### config.mk
export PLATFORM = sky130hd
export DESIGN_NAME = two_key_priority_queue_flat
export DESIGN_NICKNAME = d
export VERILOG_FILES = /design/src/tkpq_pkg.sv /design/src/tkpq_if.sv /design/src/tkpq_ctrl.sv /design/src/tkpq_dp.sv /design/src/two_key_priority_queue.sv /design/src/flat_wrapper.sv
export SDC_FILE = /design/constraint.sdc
export NUM_CORES = 1
export LEC_CHECK = 0
export ABC_CLOCK_PERIOD_IN_PS = 10700
export BUFFER_PORTS_ARGS = -buffer_cell sky130_fd_sc_hd__clkbuf_2
export CORE_MARGIN = 4
export CORE_UTILIZATION = 60
export CTS_BUF_LIST = sky130_fd_sc_hd__clkbuf_2 sky130_fd_sc_hd__clkbuf_4 sky130_fd_sc_hd__clkbuf_8
export DETAILED_ROUTE_END_ITERATION = 8
export HOLD_SLACK_MARGIN = 0.12
export PLACE_DENSITY = 0.86
export SLEW_MARGIN = 20
export SYNTH_ARGS = -nofsm -noshare
export SYNTH_HDL_FRONTEND = slang
export SYNTH_SLANG_ARGS = --single-unit
### constraint.sdc
create_clock -name i_clk -period 10.7 [get_ports i_clk]
set_input_delay 1.605 -clock i_clk [delete_from_list [all_inputs] [get_ports i_clk]]
set_output_delay 1.605 -clock i_clk [all_outputs]
set_load 0.01 [all_outputs]
### src/tkpq_pkg.sv
// Package: shared types and constants of the two-key priority queue.
`timescale 1ns / 1ps
package tkpq_pkg;

    // Default queue depth
    localparam int QUEUE_DEPTH_DEF = 16;

    // Field widths
    localparam int PRIO_W   = 3;
    localparam int AGE_W    = 8;
    localparam int TAG_W    = 8;
    localparam int STATUS_W = 2;
    localparam int OCC_W    = 5;

    // Opcodes of an input beat
    localparam logic OP_INSERT = 1'b0;
    localparam logic OP_SERVE  = 1'b1;

    // Result status codes
    typedef enum logic [STATUS_W-1:0] {
        STATUS_INSERTED = 2'd0,
        STATUS_SERVED   = 2'd1,
        STATUS_EMPTY    = 2'd2,
        STATUS_FULL     = 2'd3
    } t_status;

    // One queue entry
    typedef struct packed {
        logic [PRIO_W-1:0] prio;
        logic [AGE_W-1:0]  age;
        logic [TAG_W-1:0]  tag;
    } t_entry;

    // Commands from controller to datapath
    typedef struct packed {
        logic load;   // capture a new result beat
        logic ins;    // insert the new entry into the sorted array
        logic srv;    // pop the head entry
    } t_cmd;

    // Status from datapath to controller
    typedef struct packed {
        logic full;
        logic empty;
    } t_stat;

endpackage

### src/tkpq_if.sv
// Interfaces: request and result channels of the two-key priority queue.
`timescale 1ns / 1ps
interface tkpq_req_if;
    logic                       valid;
    logic                       ready;
    logic                       opcode;
    logic [tkpq_pkg::PRIO_W-1:0] priority_req;
    logic [tkpq_pkg::AGE_W-1:0]  age;
    logic [tkpq_pkg::TAG_W-1:0]  tag;

    modport source (output valid, opcode, priority_req, age, tag, input ready);
    modport sink   (input valid, opcode, priority_req, age, tag, output ready);
endinterface

interface tkpq_rsp_if;
    logic                         valid;
    logic                         ready;
    logic [tkpq_pkg::STATUS_W-1:0] status;
    logic [tkpq_pkg::PRIO_W-1:0]   out_priority;
    logic [tkpq_pkg::AGE_W-1:0]    out_age;
    logic [tkpq_pkg::TAG_W-1:0]    out_tag;
    logic [tkpq_pkg::OCC_W-1:0]    occupancy;

    modport source (output valid, status, out_priority, out_age, out_tag, occupancy,
                    input ready);
    modport sink   (input valid, status, out_priority, out_age, out_tag, occupancy,
                    output ready);
endinterface

### src/tkpq_ctrl.sv
// Controller: beat handshake, result status and datapath commands.
`timescale 1ns / 1ps
module tkpq_ctrl (
    input  logic              i_clk,
    input  logic              i_rst_n,
    input  logic              i_in_valid,
    input  logic              i_opcode,
    input  logic              i_out_ready,
    input  tkpq_pkg::t_stat   i_stat,
    output logic              o_in_ready,
    output logic              o_out_valid,
    output tkpq_pkg::t_status o_status,
    output tkpq_pkg::t_cmd    o_cmd
);
    import tkpq_pkg::*;

    typedef enum logic {
        S_IDLE,
        S_HOLD
    } t_state;

    t_state  r_state, n_state;
    t_status r_status, n_status;
    logic    w_take;

    // A new beat may enter when no result waits or the waiting one leaves now
    assign o_in_ready  = (r_state == S_IDLE) || i_out_ready;
    assign w_take      = i_in_valid && o_in_ready;
    assign o_out_valid = (r_state == S_HOLD);
    assign o_status    = r_status;

    // Commands and next state
    always_comb begin
        o_cmd.load = w_take;
        o_cmd.ins  = w_take && (i_opcode == OP_INSERT) && !i_stat.full;
        o_cmd.srv  = w_take && (i_opcode == OP_SERVE) && !i_stat.empty;
        n_status   = r_status;
        n_state    = r_state;
        if (w_take) begin
            n_state = S_HOLD;
            if (i_opcode == OP_INSERT) begin
                n_status = i_stat.full ? STATUS_FULL : STATUS_INSERTED;
            end else begin
                n_status = i_stat.empty ? STATUS_EMPTY : STATUS_SERVED;
            end
        end else if (i_out_ready) begin
            n_state = S_IDLE;
        end
    end

    // State and registered status
    always_ff @(posedge i_clk) begin
        if (!i_rst_n) begin
            r_state  <= S_IDLE;
            r_status <= STATUS_INSERTED;
        end else begin
            r_state  <= n_state;
            r_status <= n_status;
        end
    end

endmodule

### src/tkpq_dp.sv
// Datapath: sorted shift-register array of compare cells and result registers.
`timescale 1ns / 1ps
module tkpq_dp #(
    parameter int QUEUE_DEPTH = tkpq_pkg::QUEUE_DEPTH_DEF
) (
    input  logic                         i_clk,
    input  logic                         i_rst_n,
    input  tkpq_pkg::t_cmd               i_cmd,
    input  tkpq_pkg::t_entry             i_new,
    output tkpq_pkg::t_stat              o_stat,
    output logic [tkpq_pkg::PRIO_W-1:0]  o_out_priority,
    output logic [tkpq_pkg::AGE_W-1:0]   o_out_age,
    output logic [tkpq_pkg::TAG_W-1:0]   o_out_tag,
    output logic [tkpq_pkg::OCC_W-1:0]   o_occupancy
);
    import tkpq_pkg::*;

    localparam int CNT_W = $clog2(QUEUE_DEPTH + 1);

    t_entry             r_entry [QUEUE_DEPTH];
    logic [CNT_W-1:0]   r_count;
    logic [QUEUE_DEPTH-1:0] w_after;
    t_entry             r_out;

    assign o_stat.full  = (r_count == CNT_W'(QUEUE_DEPTH));
    assign o_stat.empty = (r_count == '0);

    // Each cell flags whether the new entry goes ahead of it (empty cells count)
    always_comb begin
        for (int i = 0; i < QUEUE_DEPTH; i++) begin
            w_after[i] = (CNT_W'(i) >= r_count)
                      || (r_entry[i].prio > i_new.prio)
                      || ((r_entry[i].prio == i_new.prio) && (r_entry[i].age < i_new.age));
        end
    end

    // Cells: insert shifts toward the tail, serve shifts toward the head
    for (genvar g = 0; g < QUEUE_DEPTH; g++) begin : g_cell
        always_ff @(posedge i_clk) begin
            if (i_cmd.ins && w_after[g]) begin
                if (g == 0) begin
                    r_entry[g] <= i_new;
                end else if (!w_after[(g == 0) ? 0 : g - 1]) begin
                    r_entry[g] <= i_new;
                end else begin
                    r_entry[g] <= r_entry[(g == 0) ? 0 : g - 1];
                end
            end else if (i_cmd.srv && (g < QUEUE_DEPTH - 1)) begin
                r_entry[g] <= r_entry[(g < QUEUE_DEPTH - 1) ? g + 1 : g];
            end
        end
    end

    // Entry count
    always_ff @(posedge i_clk) begin
        if (!i_rst_n) begin
            r_count <= '0;
        end else if (i_cmd.ins) begin
            r_count <= r_count + 1'b1;
        end else if (i_cmd.srv) begin
            r_count <= r_count - 1'b1;
        end
    end

    // Result payload: head on a serve, zero otherwise
    always_ff @(posedge i_clk) begin
        if (i_cmd.load) begin
            r_out <= i_cmd.srv ? r_entry[0] : '0;
        end
    end

    assign o_out_priority = r_out.prio;
    assign o_out_age      = r_out.age;
    assign o_out_tag      = r_out.tag;
    assign o_occupancy    = OCC_W'(r_count);

endmodule

### src/two_key_priority_queue.sv
// Top level: bounded sorted priority queue with controller and datapath.
// Takes one beat per clock while no result stalls: insert or serve. Entries sit
// in a sorted register array of QUEUE_DEPTH compare cells, head first, ordered
// by ascending priority, then descending age, then arrival order. An insert or a
// serve is done at acceptance by one parallel compare-and-shift across the cell
// array; the result beat appears in the output register the next cycle and a
// new request is taken in the same cycle the waiting result leaves.
// A stalled result holds off further requests. An insert into a full queue is
// dropped with status 3; a serve of an empty queue returns status 2 and zeros.
// Occupancy shows the low 5 bits of the entry count. No clearing pass is needed.
`timescale 1ns / 1ps
module two_key_priority_queue #(
    parameter int QUEUE_DEPTH = tkpq_pkg::QUEUE_DEPTH_DEF
) (
    input  logic       i_clk,
    input  logic       i_rst_n,
    tkpq_req_if.sink   i_req,
    tkpq_rsp_if.source o_rsp
);
    import tkpq_pkg::*;

    t_cmd    w_cmd;
    t_stat   w_stat;
    t_status w_status;
    t_entry  w_new;

    assign w_new.prio = i_req.priority_req;
    assign w_new.age  = i_req.age;
    assign w_new.tag  = i_req.tag;

    // Controller
    tkpq_ctrl u_ctrl (
        .i_clk       (i_clk),
        .i_rst_n     (i_rst_n),
        .i_in_valid  (i_req.valid),
        .i_opcode    (i_req.opcode),
        .i_out_ready (o_rsp.ready),
        .i_stat      (w_stat),
        .o_in_ready  (i_req.ready),
        .o_out_valid (o_rsp.valid),
        .o_status    (w_status),
        .o_cmd       (w_cmd)
    );

    // Datapath
    tkpq_dp #(
        .QUEUE_DEPTH (QUEUE_DEPTH)
    ) u_dp (
        .i_clk          (i_clk),
        .i_rst_n        (i_rst_n),
        .i_cmd          (w_cmd),
        .i_new          (w_new),
        .o_stat         (w_stat),
        .o_out_priority (o_rsp.out_priority),
        .o_out_age      (o_rsp.out_age),
        .o_out_tag      (o_rsp.out_tag),
        .o_occupancy    (o_rsp.occupancy)
    );

    assign o_rsp.status = w_status;

endmodule

### src/flat_wrapper.sv
// flat-port wrapper written by rule: the top's interface ports become plain ports
module two_key_priority_queue_flat import tkpq_pkg::*;
#(
    parameter int QUEUE_DEPTH = tkpq_pkg::QUEUE_DEPTH_DEF
)
  (i_clk, i_rst_n, i_req_valid, i_req_opcode, i_req_priority_req, i_req_age, i_req_tag, i_req_ready, o_rsp_valid, o_rsp_status, o_rsp_out_priority, o_rsp_out_age, o_rsp_out_tag, o_rsp_occupancy, o_rsp_ready);
  tkpq_req_if i_req_i ();
  tkpq_rsp_if o_rsp_i ();
  input  logic i_clk;
  input  logic i_rst_n;
  input wire logic [$bits(i_req_i.valid)-1:0] i_req_valid;
  input wire logic [$bits(i_req_i.opcode)-1:0] i_req_opcode;
  input wire logic [$bits(i_req_i.priority_req)-1:0] i_req_priority_req;
  input wire logic [$bits(i_req_i.age)-1:0] i_req_age;
  input wire logic [$bits(i_req_i.tag)-1:0] i_req_tag;
  output wire logic [$bits(i_req_i.ready)-1:0] i_req_ready;
  output wire logic [$bits(o_rsp_i.valid)-1:0] o_rsp_valid;
  output wire logic [$bits(o_rsp_i.status)-1:0] o_rsp_status;
  output wire logic [$bits(o_rsp_i.out_priority)-1:0] o_rsp_out_priority;
  output wire logic [$bits(o_rsp_i.out_age)-1:0] o_rsp_out_age;
  output wire logic [$bits(o_rsp_i.out_tag)-1:0] o_rsp_out_tag;
  output wire logic [$bits(o_rsp_i.occupancy)-1:0] o_rsp_occupancy;
  input wire logic [$bits(o_rsp_i.ready)-1:0] o_rsp_ready;
  assign i_req_i.valid = i_req_valid;
  assign i_req_i.opcode = i_req_opcode;
  assign i_req_i.priority_req = i_req_priority_req;
  assign i_req_i.age = i_req_age;
  assign i_req_i.tag = i_req_tag;
  assign i_req_ready = i_req_i.ready;
  assign o_rsp_valid = o_rsp_i.valid;
  assign o_rsp_status = o_rsp_i.status;
  assign o_rsp_out_priority = o_rsp_i.out_priority;
  assign o_rsp_out_age = o_rsp_i.out_age;
  assign o_rsp_out_tag = o_rsp_i.out_tag;
  assign o_rsp_occupancy = o_rsp_i.occupancy;
  assign o_rsp_i.ready = o_rsp_ready;
  two_key_priority_queue #(.QUEUE_DEPTH(QUEUE_DEPTH)) u_core (.i_clk(i_clk), .i_rst_n(i_rst_n), .i_req(i_req_i), .o_rsp(o_rsp_i));
endmodule
==> out/results.tsv <==
metric	value	unit
end_kind	flop	
dr.max_layer_used	met5	
synthCells	2082	
final_cells	2535	
cts_made_buffers	54	
clkTransAtPathRegs	60	ps
ys_async_sr_fraction	0	
ant_nets	0	
hpwl	47.15	mm
remaining_drc_errors	0	
grt_first_pass_wirelength	105.4	mm
nets	2231	
synth-xor-area-share	0.001693	
via_count	18761	
syn_area	0.02069	sq mm
firstDrtPassIters	9	
regArea	0.009859	sq mm
drv_cap	0	
yosysSeqAreaShare	0.4764	
vias_per_cell	7.401	
synth_fa_ha_area_frac	0.09976	
synthToLayoutAreaGrowth	7.370	%
cts_resized	0	
worstMarginPinSlew	1094	ps
htree_levels	2	
powerDensity	185.8	mW/mm^2
finalCriticalPeriod	5077	ps
synth_ff_type	edfxtp_1	
hold_class	flop to flop	
hold_viol	0	
nFillCells	2558	
rsz0062_at_grt	no	
slew_viol_final	0	
p_comb_frac	0.256	
cts_setup_buffers	0	
track_usage	0.3595	
seq_power_share	0.461	
p_leak	8.280	nW
cts_sinks	331	
synth-compound-area-share	0.2574	
wl_met2	28.43	mm
avgSynthCellArea	9.940	sq um
holdBufCountCts	0	
muxShareOfSynthArea	0.01378	
wirelength	71.21	mm
slew_headroom	0.2704	
synth-simple-area-share	0.1041	
clock.fmax	197.0	MHz
ys_warn_count	0	
crit_required	10800	ps
ys_types	68	
vdd_drop_max	0.1147	mV
cts_tree	built	
io_buffer_count	51	
multi_input_area	0.009951	sq mm
crit_fanout	39	
row_count	67	
pwr-share-clk	0.283	
chipWidth	193.7	um
routedWlPerCell	28.09	um
intPower	2.704	mW
grt_pass1_vias	17340	
cts_buffer_depth	3	
layout-drive-gt1-share	0.1088	
grt_overflow	0	
synth_nets	2271	
io_pins	52	
critPathKind	primary input to flop	
arrival	5170	ps
synth_edf_count	323	
synth_seq_cells	331	
synth_top_family_by_area	compound AO/OA/AOI/OAI gates	
swShare	0.3449	
root_buffer	clkbuf_8	
drt_iter0_markers	3412	
setup_tns	0	ps
wl_met3	12.20	mm
switchingPower	1.424	mW
min_period_over_period	0.4745	
start_util	0.6126	
gp_congestion	0.9781	
placed_cells	2434	
startpoint_type	primary input	
clock_skew	40.80	ps
antenna_found_initial	3	
status	finished clean	
die_y	193.7	um
grt_max_degree	192	
core	0.03378	sq mm
final-setup-viol-count	0	
insertion_delay	620	ps
met1Wirelength	25.35	mm
dieArea	0.03753	sq mm
==> through the flow <==
| step | hold slack, ps | setup slack (ps) | instance area [sq um] | util | power, mW |
|---|---|---|---|---|---|
| detailed placement | 502.3 | 5234 | 21090 | 0.6243 | 2.917 |
| floorplan | 514.2 | 5409 | 20690 | - | 2.541 |
| global placement | 495.9 | 5303 | 21080 | 0.6241 | 2.864 |
| finish | 514.7 | 5623 | 22220 | 0.6577 | 4.128 |
| global route | 533.1 | 5505 | 22220 | 0.6577 | 4.265 |
| CTS | 516.8 | 5843 | 22220 | 0.6576 | 4.059 |
==> cells in the mapped netlist (3+ instances only) <==
| cell type | number | area, sq um |
|---|---|---|
| mux2_2 | 12 | 135.1 |
| and2_1 | 22 | 137.6 |
| nor2_1 | 204 | 765.7 |
| o211ai_1 | 65 | 488.0 |
| nand2_1 | 116 | 435.4 |
| a21oi_1 | 232 | 1161 |
| a211oi_1 | 9 | 67.56 |
| o21ai_0 | 235 | 1176 |
| a21o_1 | 9 | 67.56 |
| a31o_2 | 4 | 35.03 |
| edfxtp_1 | 323 | 9699 |
| buf_4 | 5 | 37.54 |
| a22oi_1 | 11 | 82.58 |
| o221a_2 | 3 | 33.78 |
| o31a_1 | 3 | 26.28 |
| buf_6 | 6 | 67.56 |
| buf_1 | 18 | 67.56 |
| and4_1 | 11 | 96.34 |
| nand2b_1 | 20 | 125.1 |
| o31ai_1 | 3 | 22.52 |
| nand3_1 | 20 | 100.1 |
| buf_2 | 44 | 220.2 |
| ha_1 | 165 | 2064 |
| or3b_1 | 18 | 157.7 |
| nor3_1 | 4 | 20.02 |
| a221o_1 | 34 | 340.3 |
| mux2_4 | 10 | 150.1 |
| a31oi_1 | 206 | 1289 |
| or3_1 | 3 | 18.77 |
| dfxtp_1 | 8 | 160.2 |
| nand4_1 | 6 | 37.54 |
| and3_1 | 4 | 25.02 |
| a211o_1 | 17 | 148.9 |
| clkbuf_1 | 114 | 427.9 |
| o221ai_1 | 5 | 43.79 |
| o21a_1 | 20 | 150.1 |
| inv_1 | 37 | 138.9 |
| nor2b_1 | 18 | 112.6 |
==> area by class of cell <==
type | count | area share
Antenna cell | 1 | 0.0001126
Clock buffer | 76 | 0.04229
Clock inverter | 24 | 0.008334
Inverter | 37 | 0.006250
Multi-Input combinational cell | 1525 | 0.4478
Sequential cell | 331 | 0.4437
Tap cell | 448 | 0.02523
Timing Repair Buffer | 93 | 0.02624
==> final timing paths <==
| check | startpoint | end | slack (ps) | cells after the start |
|---|---|---|---|---|
| max reg2reg | u_core.u_dp.o_occupancy[0] | u_core.u_dp.r_entry[1][1] | 6260 | 8 |
| min reg2reg | u_core.u_ctrl.o_status[1] | u_core.u_ctrl.o_status[1] | 510 | 2 |
| max | i_req_priority_req[1] | u_core.u_dp.r_entry[0][110] | 5620 | 8 |
| min | u_core.u_ctrl.o_status[1] | u_core.u_ctrl.o_status[1] | 510 | 2 |
==> state kept, by name, summed over array words and instances (netlist names) <==
name and cells:
u_core.u_ctrl.o_status 2, u_core.u_dp.o_occupancy 5, u_core.u_dp.o_out_tag 8, u_core.u_dp.o_out_priority 3, u_core.u_dp.r_entry 304, u_core.u_dp.o_out_age 8, u_core.u_ctrl.o_out_valid 1
==> worst max-delay path, cell delays in order <==
cell      delay (ps)
clkbuf_2         300
inv_1            830
ha_1             380
nor2b_1          140
o21a_1           150
o21ai_0          290
a31o_2           690
nand2_1          740
==> kinds of logic (layout without fill, tap and decap cells) <==
logic type,after synthesis,in the layout
xor gates and xnor gates,4,4
and+or+nand+nor,457,457
other,0,1
adders and majority gates,165,165
buffers and inverters,226,230
muxes,22,22
DFF,331,331
AOI/OAI and AO/OA,877,877
==> power by group through the flow <==
stage                     clock network (mW)  registers, mW  logic (mW)
after global placement                     0           1.90       0.960
after detailed placement                   0           1.91        1.01
final                                   1.17           1.90        1.05
after CTS                               1.16           1.88        1.02
after global routing                    1.23           1.90        1.14
after floorplan                            0           1.82       0.725
==> metal layers <==
metal	GRT usage	up-vias
li1	-	7945
met1	0.5000	8737
met2	0.4873	1735
met3	0.1197	340
met4	0.2164	4
met5	0	-
==> layout by cell type (no fill, tap or decap), types with 15 or more instances in the layout <==
cell type and n:
nand2_1 116, edfxtp_1 323, o21a_1 20, and2_1 22, or3b_1 18, a31oi_1 203
o211ai_1 65, nor2_1 204, o21ai_0 228, clkinv_1 15, clkbuf_2 51, a221o_1 34
clkbuf_8 59, clkbuf_4 17, nand2b_1 20, inv_1 37, nand3_1 20, buf_4 41
a211o_1 17, nor2b_1 18, ha_1 165, a21oi_1 232
No activity file was read; power rests on OpenSTA's default activity.
